[config.mk]
export PLATFORM = sky130hd
export DESIGN_NAME = reciprocal_frequency_meter_display
export DESIGN_NICKNAME = d
export VERILOG_FILES = /design/src/rtl/core/rfmd_pkg.sv /design/src/rtl/core/reciprocal_frequency_meter_display.sv
export VERILOG_INCLUDE_DIRS = /design/src /design/src/rtl/core
export SDC_FILE = /design/constraint.sdc
export NUM_CORES = 1
export LEC_CHECK = 0
export BUFFER_PORTS_ARGS = -buffer_cell sky130_fd_sc_hd__buf_4
export CAP_MARGIN = 20
export CELL_PAD_IN_SITES_DETAIL_PLACEMENT = 1
export CELL_PAD_IN_SITES_GLOBAL_PLACEMENT = 2
export CORE_UTILIZATION = 38
export DETAILED_ROUTE_END_ITERATION = 7
export GPL_ROUTABILITY_DRIVEN = 0
export HOLD_SLACK_MARGIN = 0.1
export PLACE_DENSITY = 0.9
export SLEW_MARGIN = 20
export SYNTH_ARGS = -nofsm -noshare
export SYNTH_HDL_FRONTEND = slang
export SYNTH_SLANG_ARGS = --single-unit
[constraint.sdc]
create_clock -name aclk -period 3.6 [get_ports aclk]
set_input_delay 0.72 -clock aclk [delete_from_list [all_inputs] [get_ports aclk]]
set_output_delay 0.72 -clock aclk [all_outputs]
set_load 0.03 [all_outputs]
[src/rtl/core/assert_macros.svh]
// ----------------------------------------------------------------------------
// assert_macros.svh
// Concurrent assertion shorthands used by the RTL.
// ----------------------------------------------------------------------------
`ifndef ASSERT_MACROS_SVH
`define ASSERT_MACROS_SVH

// Same-cycle implication, disabled while reset is asserted.
`define ASSERT_IMPL(name, clk, rst_n, ante, cons, msg) \
    name: assert property (@(posedge clk) disable iff (!(rst_n)) (ante) |-> (cons)) \
        else $error(msg);

// Next-cycle implication, disabled while reset is asserted.
`define ASSERT_NEXT(name, clk, rst_n, ante, cons, msg) \
    name: assert property (@(posedge clk) disable iff (!(rst_n)) (ante) |=> (cons)) \
        else $error(msg);

`endif

[src/rtl/core/rfmd_pkg.sv]
// ----------------------------------------------------------------------------
// rfmd_pkg
// Types, codes and the glyph table of the frequency meter display.
// ----------------------------------------------------------------------------
`default_nettype none

package rfmd_pkg;

    localparam int unsigned DATA_W      = 32;
    localparam int unsigned DWELL_W     = 8;
    localparam int unsigned SEG_W       = 7;
    localparam int unsigned SEL_W       = 2;
    localparam int unsigned CFG_INDEX_W = 8;
    localparam int unsigned DIV_CNT_W   = 5;

    // Request opcodes
    localparam logic OP_CAPTURE = 1'b0;
    localparam logic OP_TICK    = 1'b1;

    // Configuration register indexes
    localparam logic [CFG_INDEX_W-1:0] CFG_TIMER_CLOCK_HZ = 8'd0;
    localparam logic [CFG_INDEX_W-1:0] CFG_DWELL_TICKS    = 8'd1;

    localparam logic [DATA_W-1:0]  TIMER_CLOCK_RESET = 32'd1000000;
    localparam logic [DWELL_W-1:0] DWELL_RESET       = 8'd5;

    typedef enum logic [1:0] {
        ST_IDLE,
        ST_DIV,
        ST_BCD,
        ST_DONE
    } state_t;

    // Segment patterns, bit0 = a .. bit6 = g. Six has no top bar, nine no bottom bar.
    function automatic logic [SEG_W-1:0] glyph(input logic [3:0] digit);
        logic [SEG_W-1:0] seg;
        unique case (digit)
            4'd0:    seg = 7'h3F;
            4'd1:    seg = 7'h06;
            4'd2:    seg = 7'h5B;
            4'd3:    seg = 7'h4F;
            4'd4:    seg = 7'h66;
            4'd5:    seg = 7'h6D;
            4'd6:    seg = 7'h7C;
            4'd7:    seg = 7'h07;
            4'd8:    seg = 7'h7F;
            4'd9:    seg = 7'h67;
            default: seg = 7'h00;
        endcase
        return seg;
    endfunction

endpackage

`default_nettype wire

[src/rtl/core/reciprocal_frequency_meter_display.sv]
// ----------------------------------------------------------------------------
// reciprocal_frequency_meter_display
// Reciprocal frequency meter with a multiplexed seven-segment display driver.
// ----------------------------------------------------------------------------
// Usage:
//   s_ channel: one request per item. s_operation = capture carries a timer
//   value; the frequency becomes timer_clock_hz / (capture - previous capture).
//   s_operation = tick advances the display multiplexer.
//   m_ channel: one result per request with the frequency, the lit digit and
//   its segment pattern, reflecting the state after that request.
//   cfg_ channel: register writes, always ready; write only while idle.
// Sequence:
//   capture: a radix-2 restoring divider (one quotient bit per cycle), then
//   the shift-add-3 decimal conversion of the saturated display value, one
//   binary bit per step (14 bits for four digits), then the result is posted.
//   tick: the result is posted directly, without division or conversion.
//   One request is in flight; s_ready is high in idle.
// Reset: aresetn (synchronous, active low) restores register defaults,
//   clears the display, the dwell counter and the previous capture.
// Stall: a finished result waits in the output register; the next request is
//   taken meanwhile and its result is held until the output register frees.
// ----------------------------------------------------------------------------
`default_nettype none
`include "assert_macros.svh"

module reciprocal_frequency_meter_display #(
    parameter int unsigned NUM_DIGITS = 4
) (
    input  wire logic                                aclk,
    input  wire logic                                aresetn,

    input  wire logic                                s_valid,
    output logic                                     s_ready,
    input  wire logic                                s_operation,
    input  wire logic [rfmd_pkg::DATA_W-1:0]         s_capture_value,

    output logic                                     m_valid,
    input  wire logic                                m_ready,
    output logic [rfmd_pkg::DATA_W-1:0]              m_frequency_hz,
    output logic [rfmd_pkg::SEL_W-1:0]               m_digit_select,
    output logic [rfmd_pkg::SEG_W-1:0]               m_segments,

    input  wire logic                                cfg_valid,
    output logic                                     cfg_ready,
    input  wire logic [rfmd_pkg::CFG_INDEX_W-1:0]    cfg_index,
    input  wire logic [rfmd_pkg::DATA_W-1:0]         cfg_data
);

    import rfmd_pkg::*;

    localparam int unsigned LIMIT  = 10 ** NUM_DIGITS - 1;
    localparam int unsigned BIN_W  = $clog2(LIMIT + 1);
    localparam int unsigned BCD_W  = 4 * NUM_DIGITS;
    localparam int unsigned BCNT_W = $clog2(BIN_W + 1);
    localparam int unsigned LIT_W  = (NUM_DIGITS > 1) ? $clog2(NUM_DIGITS) : 1;

    // Architectural state
    state_t                 state_reg, state_next;
    logic [DATA_W-1:0]      timer_clock_reg;
    logic [DWELL_W-1:0]     dwell_ticks_reg;
    logic [DATA_W-1:0]      prev_capture_reg;
    logic [DATA_W-1:0]      meas_freq_reg;
    logic [3:0]             digit_buffer_reg [NUM_DIGITS];
    logic [DWELL_W-1:0]     dwell_cnt_reg;
    logic [LIT_W-1:0]       lit_digit_reg;

    // Divider and decimal conversion
    logic [DATA_W-1:0]      rem_reg, rem_next;
    logic [DATA_W-1:0]      quo_reg, quo_next;
    logic [DATA_W-1:0]      dvsr_reg;
    logic                   zero_div_reg;
    logic [DIV_CNT_W-1:0]   div_cnt_reg;
    logic [BIN_W-1:0]       bin_reg;
    logic [BCD_W-1:0]       bcd_reg, bcd_next;
    logic [BCNT_W-1:0]      bcd_cnt_reg;
    logic [DATA_W+1:0]      trial;
    logic                   trial_ge;
    logic [DATA_W-1:0]      freq_final;
    logic [BCD_W-1:0]       bcd_adj;

    // Output register
    logic                   m_valid_reg;
    logic [DATA_W-1:0]      m_freq_reg;
    logic [SEL_W-1:0]       m_sel_reg;
    logic [SEG_W-1:0]       m_seg_reg;

    logic                   in_fire;
    logic                   out_free;
    logic                   div_last;
    logic                   bcd_last;
    logic [DATA_W-1:0]      lit_ext;

    assign s_ready   = (state_reg == ST_IDLE);
    assign cfg_ready = 1'b1;
    assign in_fire   = s_valid && s_ready;
    assign out_free  = !m_valid_reg || m_ready;
    assign div_last  = (div_cnt_reg == DIV_CNT_W'(DATA_W - 1));
    assign bcd_last  = (bcd_cnt_reg == BCNT_W'(BIN_W - 1));
    assign lit_ext   = DATA_W'(lit_digit_reg);

    assign m_valid        = m_valid_reg;
    assign m_frequency_hz = m_freq_reg;
    assign m_digit_select = m_sel_reg;
    assign m_segments     = m_seg_reg;

    // One restoring division step: shift in the next dividend bit, try subtract
    always_comb begin
        trial    = {1'b0, rem_reg, quo_reg[DATA_W-1]} - {2'b00, dvsr_reg};
        trial_ge = !trial[DATA_W+1];
        rem_next = trial_ge ? trial[DATA_W-1:0] : {rem_reg[DATA_W-2:0], quo_reg[DATA_W-1]};
        quo_next = {quo_reg[DATA_W-2:0], trial_ge};
        freq_final = zero_div_reg ? '0 : quo_next;
    end

    // Shift-add-3 step: correct each digit, then shift in one binary bit
    always_comb begin
        for (int d = 0; d < NUM_DIGITS; d++) begin
            bcd_adj[4*d +: 4] = (bcd_reg[4*d +: 4] >= 4'd5) ? bcd_reg[4*d +: 4] + 4'd3
                                                           : bcd_reg[4*d +: 4];
        end
        bcd_next = {bcd_adj[BCD_W-2:0], bin_reg[BIN_W-1]};
    end

    always_comb begin
        state_next = state_reg;
        unique case (state_reg)
            ST_IDLE: begin
                if (in_fire) begin
                    state_next = (s_operation == OP_CAPTURE) ? ST_DIV : ST_DONE;
                end
            end
            ST_DIV: begin
                if (div_last) begin
                    state_next = ST_BCD;
                end
            end
            ST_BCD: begin
                if (bcd_last) begin
                    state_next = ST_DONE;
                end
            end
            ST_DONE: begin
                if (out_free) begin
                    state_next = ST_IDLE;
                end
            end
            default: state_next = ST_IDLE;
        endcase
    end

    always_ff @(posedge aclk) begin
        if (!aresetn) begin
            state_reg <= ST_IDLE;
        end else begin
            state_reg <= state_next;
        end
    end

    // Configuration registers
    always_ff @(posedge aclk) begin
        if (!aresetn) begin
            timer_clock_reg <= TIMER_CLOCK_RESET;
            dwell_ticks_reg <= DWELL_RESET;
        end else if (cfg_valid && cfg_ready) begin
            if (cfg_index == CFG_TIMER_CLOCK_HZ) begin
                timer_clock_reg <= cfg_data;
            end else if (cfg_index == CFG_DWELL_TICKS) begin
                dwell_ticks_reg <= cfg_data[DWELL_W-1:0];
            end
        end
    end

    // Measurement and display state
    always_ff @(posedge aclk) begin
        if (!aresetn) begin
            prev_capture_reg <= '0;
            meas_freq_reg    <= '0;
            dwell_cnt_reg    <= '0;
            lit_digit_reg    <= '0;
            for (int i = 0; i < NUM_DIGITS; i++) begin
                digit_buffer_reg[i] <= '0;
            end
        end else begin
            if (in_fire && s_operation == OP_CAPTURE) begin
                prev_capture_reg <= s_capture_value;
            end
            if (in_fire && s_operation == OP_TICK) begin
                if (dwell_cnt_reg < dwell_ticks_reg) begin
                    dwell_cnt_reg <= dwell_cnt_reg + DWELL_W'(1);
                end else begin
                    dwell_cnt_reg <= '0;
                    if (lit_ext == DATA_W'(NUM_DIGITS - 1)) begin
                        lit_digit_reg <= '0;
                    end else begin
                        lit_digit_reg <= lit_digit_reg + LIT_W'(1);
                    end
                end
            end
            if (state_reg == ST_DIV && div_last) begin
                meas_freq_reg <= freq_final;
            end
            if (state_reg == ST_BCD && bcd_last) begin
                for (int i = 0; i < NUM_DIGITS; i++) begin
                    digit_buffer_reg[i] <= bcd_next[4*i +: 4];
                end
            end
        end
    end

    // Divider and decimal conversion datapath
    always_ff @(posedge aclk) begin
        if (!aresetn) begin
            div_cnt_reg <= '0;
            bcd_cnt_reg <= '0;
        end else begin
            unique case (state_reg)
                ST_IDLE: begin
                    div_cnt_reg <= '0;
                    bcd_cnt_reg <= '0;
                end
                ST_DIV: begin
                    div_cnt_reg <= div_cnt_reg + DIV_CNT_W'(1);
                end
                ST_BCD: begin
                    bcd_cnt_reg <= bcd_cnt_reg + BCNT_W'(1);
                end
                ST_DONE: begin
                    div_cnt_reg <= '0;
                    bcd_cnt_reg <= '0;
                end
                default: begin
                    div_cnt_reg <= '0;
                    bcd_cnt_reg <= '0;
                end
            endcase
        end
    end

    always_ff @(posedge aclk) begin
        if (in_fire && s_operation == OP_CAPTURE) begin
            dvsr_reg     <= s_capture_value - prev_capture_reg;
            zero_div_reg <= (s_capture_value == prev_capture_reg);
            quo_reg      <= timer_clock_reg;
            rem_reg      <= '0;
        end else if (state_reg == ST_DIV) begin
            quo_reg <= quo_next;
            rem_reg <= rem_next;
        end
        if (state_reg == ST_DIV && div_last) begin
            // display saturates at all nines
            bin_reg <= (freq_final > DATA_W'(LIMIT)) ? BIN_W'(LIMIT) : freq_final[BIN_W-1:0];
            bcd_reg <= '0;
        end else if (state_reg == ST_BCD) begin
            bin_reg <= {bin_reg[BIN_W-2:0], 1'b0};
            bcd_reg <= bcd_next;
        end
    end

    // Output register
    always_ff @(posedge aclk) begin
        if (!aresetn) begin
            m_valid_reg <= 1'b0;
        end else if (state_reg == ST_DONE && out_free) begin
            m_valid_reg <= 1'b1;
        end else if (m_ready) begin
            m_valid_reg <= 1'b0;
        end
    end

    always_ff @(posedge aclk) begin
        if (state_reg == ST_DONE && out_free) begin
            m_freq_reg <= meas_freq_reg;
            m_sel_reg  <= lit_ext[SEL_W-1:0];
            m_seg_reg  <= glyph(digit_buffer_reg[lit_digit_reg]);
        end
    end

    // Assertions
    `ASSERT_IMPL(a_lit_in_range, aclk, aresetn, 1'b1, lit_ext < DATA_W'(NUM_DIGITS), "lit digit out of range")
    `ASSERT_IMPL(a_digit_decimal, aclk, aresetn, 1'b1, digit_buffer_reg[lit_digit_reg] < 4'd10, "digit buffer holds non-decimal")
    `ASSERT_NEXT(a_capture_divides, aclk, aresetn, in_fire && s_operation == OP_CAPTURE, state_reg == ST_DIV, "capture did not start divide")
    `ASSERT_NEXT(a_done_posts, aclk, aresetn, state_reg == ST_DONE && out_free, m_valid_reg && state_reg == ST_IDLE, "result not posted")

endmodule

`default_nettype wire

==> results.tsv <==
metric	value	unit
use_met2	0.3231	
yosysMostFrequentCell	nand2_1	
clkLatencyLatePin	570	ps
synthDominantCellAreaShare	0.2577	
numClockSinks	312	
path_buf_inv	2	
yosys-top-cells-count	nand2_1, a21oi_1, dfxtp_1	
first_global_vias	13000	
violations	design-rule violations	
viasPerCell	5.283	
clock_skew	23.75	ps
finalHoldViolCount	0	
arrival	3820	ps
timing.final.crit_share	0.9276	
ios	122	
drtAntennaViolNets	0	
async_reset_ff_frac	0	
seqPwrFrac	0.359	
met1_usage	0.2599	
required	4080	ps
finalCriticalPeriod	3339	ps
cts_root_buf	clkbuf_16	
cts_tree	done	
slowest_delay	420	ps
nets	2033	
portBuffers	120	
synth_xor_xnor_area_share	0.03039	
yosys.area_share.adder	0.07752	
netlist-cell-type-count	69	
layout-drive-gt1-share	0.1250	
track_usage	0.1946	
yosysTopAreaCell	edfxtp_1	
synthTopCellsByArea	edfxtp_1, dfxtp_1, nand2_1	
worst_pin_slew	994.3	ps
synth_top_flop_cell	dfxtp_1	
stdcell_count	2420	
path_cells	inv_1 -> ha_1 -> and4_1 -> nand3_2 -> a2111o_1 -> a21oi_2 -> o2111ai_2 -> and2_4 -> o311a_1 -> buf_12 -> or3_1 -> a31oi_1	
antenna_found_initial	2	
path_clk_slew	60	ps
synth_compound_area_frac	0.1645	
relSlewSlack	0.3371	
fin_tns_setup	0	ps
synthMuxAreaShare	0.02187	
dieArea	42530	um^2
grtUsageMet3	0.03343	
antennaDiodeCount	0	
cp-start-kind	flip-flop	
peakVddDrop	0.3223	mV
synthCells	1755	
ys_warn_count	0	
clockBufferDepth	3	
grt.busiest_layer	met2	
synth_top_family_by_area	simple AND/OR/NAND/NOR gates	
start_util	0.3864	
critPathKind	reg -> reg	
endpoint_kind	flip-flop	
syn_area_per_cell	9.031	um^2
placed_cells	2350	
setup_viol	0	
ys_seq_area_frac	0.4800	
dr.pass1.iters	7	
drt_iter0_drc	645	
fmax	299.5	MHz
wire_per_inst	16.89	um
p_leak	7.656	nW
slowest_stage	a2111o_1	
grt_pass1_wl	66320	um
intPower	0.008906	W
nFillCells	4772	
ys_ff_latch	312	
cts_inserted_buffers	38	
grt_overflow	0	
path_max_fanout	29	
clkPwrFrac	0.278	
p_switching	0.005203	W
synth-simple-area-share	0.1780	
p_comb_frac	0.362	
area_delta_synth_final	17.59	%
cts_max_level	2	
postCtsHoldBufs	0	
die-height	206.2	um
grt_start_max_net_pins	91	
drc	21	
finalWirelength	40870	um
min-delay-path-class	in -> reg	
synth_nets	1930	
power_density	757.0	nW/um^2
rows	74	
die_w	206.2	um
synth_edf_count	136	
dp_hpwl	28570	um
max_cap_violations	0	
slew_violations	0	
synth_area	15850	um^2
grt_setup_unrepaired	false	
coreArea	41020	um^2
outcome	complete, but fails checks	
swShare	0.3688	
path_delay_family	compound AO/OA/AOI/OAI gates	
vias	12790	
final_util	0.4544	
-- area by class of cell --
class | instances | area, um^2 | share of cell area
flip-flops and latches | 312 | 7607 | 0.4082
multi-input cells | 1248 | 7535 | 0.4043
repair buffers | 142 | 1104 | 0.05921
clock buffers | 47 | 1025 | 0.05498
well taps | 532 | 665.6 | 0.03572
inverters | 116 | 437.9 | 0.02350
clock inverters | 23 | 262.8 | 0.01410
-- tightest hold or removal path: stages --
cell and delay (ps):
buf_4 80, nand2_1 40, nand3_1 70
-- cells in the final DEF (no fill, tap or decap), types with 7 or more instances in the layout --
cell,Yosys,layout
o21a_1,12,12
mux2i_1,20,20
a31oi_1,29,29
nor2_1,126,125
inv_1,116,114
clkbuf_16,0,38
clkinv_2,0,9
o21ai_0,79,79
and2_1,14,14
nand2_1,322,321
nor2b_1,15,14
dfxtp_1,176,176
xor2_1,11,11
o211ai_1,7,7
nand4_1,12,12
a21oi_1,183,182
a21o_1,32,32
o21bai_1,7,7
xnor2_1,44,44
a211oi_1,14,14
ha_1,95,94
nand2b_1,14,14
nand3_1,33,33
nor4_1,9,9
o31ai_1,7,7
edfxtp_1,136,136
nor3_1,19,19
buf_4,3,139
and3_1,40,40
-- through the flow --
step / hold slack [ps] / setup slack, ps / cell area (um^2) / power [W]
after CTS: 343.1 / 238.8 / 18630 / 0.01423
after global routing: 360.1 / 0.08082 / 18640 / 0.01502
after global placement: 417.3 / 114.5 / 17340 / 0.009992
final: 366.8 / 260.6 / 18640 / 0.01411
after detailed placement: 419.1 / 55.68 / 17340 / 0.01022
after floorplan: 408.1 / 353.7 / 15850 / 0.008709
-- final timing paths --
kind | slack, ps | to | depth (start not counted) | from
max reg2reg | 260 | rem_reg[22] | 12 | dvsr_reg[10]
max | 260 | rem_reg[22] | 12 | dvsr_reg[10]
min | 370 | timer_clock_reg[14] | 3 | cfg_data[14]
min reg2reg | 430 | m_frequency_hz[16] | 0 | meas_freq_reg[16]
-- timing repair --
action,CTS,global route
hold endpoints to repair,0,0
endpoints found under the setup margin,0,1
resized for setup,0,1
buffers inserted,0,0
-- layer usage --
layer	wire length (um)	vias to the layer above
met1	19570	6207
li1	-	6339
met4	719	0
met2	19030	192
met3	1552	48
met5	0	-
-- power groups by stage --
| stage | Combinational (W) | Sequential [W] | Clock [W] |
|---|---|---|---|
| after detailed placement | 0.00509 | 0.00513 | 0 |
| after global placement | 0.00489 | 0.00510 | 0 |
| final | 0.00511 | 0.00507 | 0.00393 |
| after global routing | 0.00573 | 0.00515 | 0.00415 |
| after CTS | 0.00514 | 0.00506 | 0.00403 |
| after floorplan | 0.00370 | 0.00501 | 0 |
-- kinds of logic (layout without fill, tap and decap cells) --
group | count (synthesis) | in the layout
adders and majority gates | 97 | 97
muxes | 29 | 29
and+or+nand+nor | 635 | 635
other | 1 | 1
AOI/OAI and AO/OA | 431 | 431
xor gates and xnor gates | 55 | 55
DFF | 312 | 312
buffers and inverters | 195 | 328
Note: power is estimated with default switching activity, not from simulation.
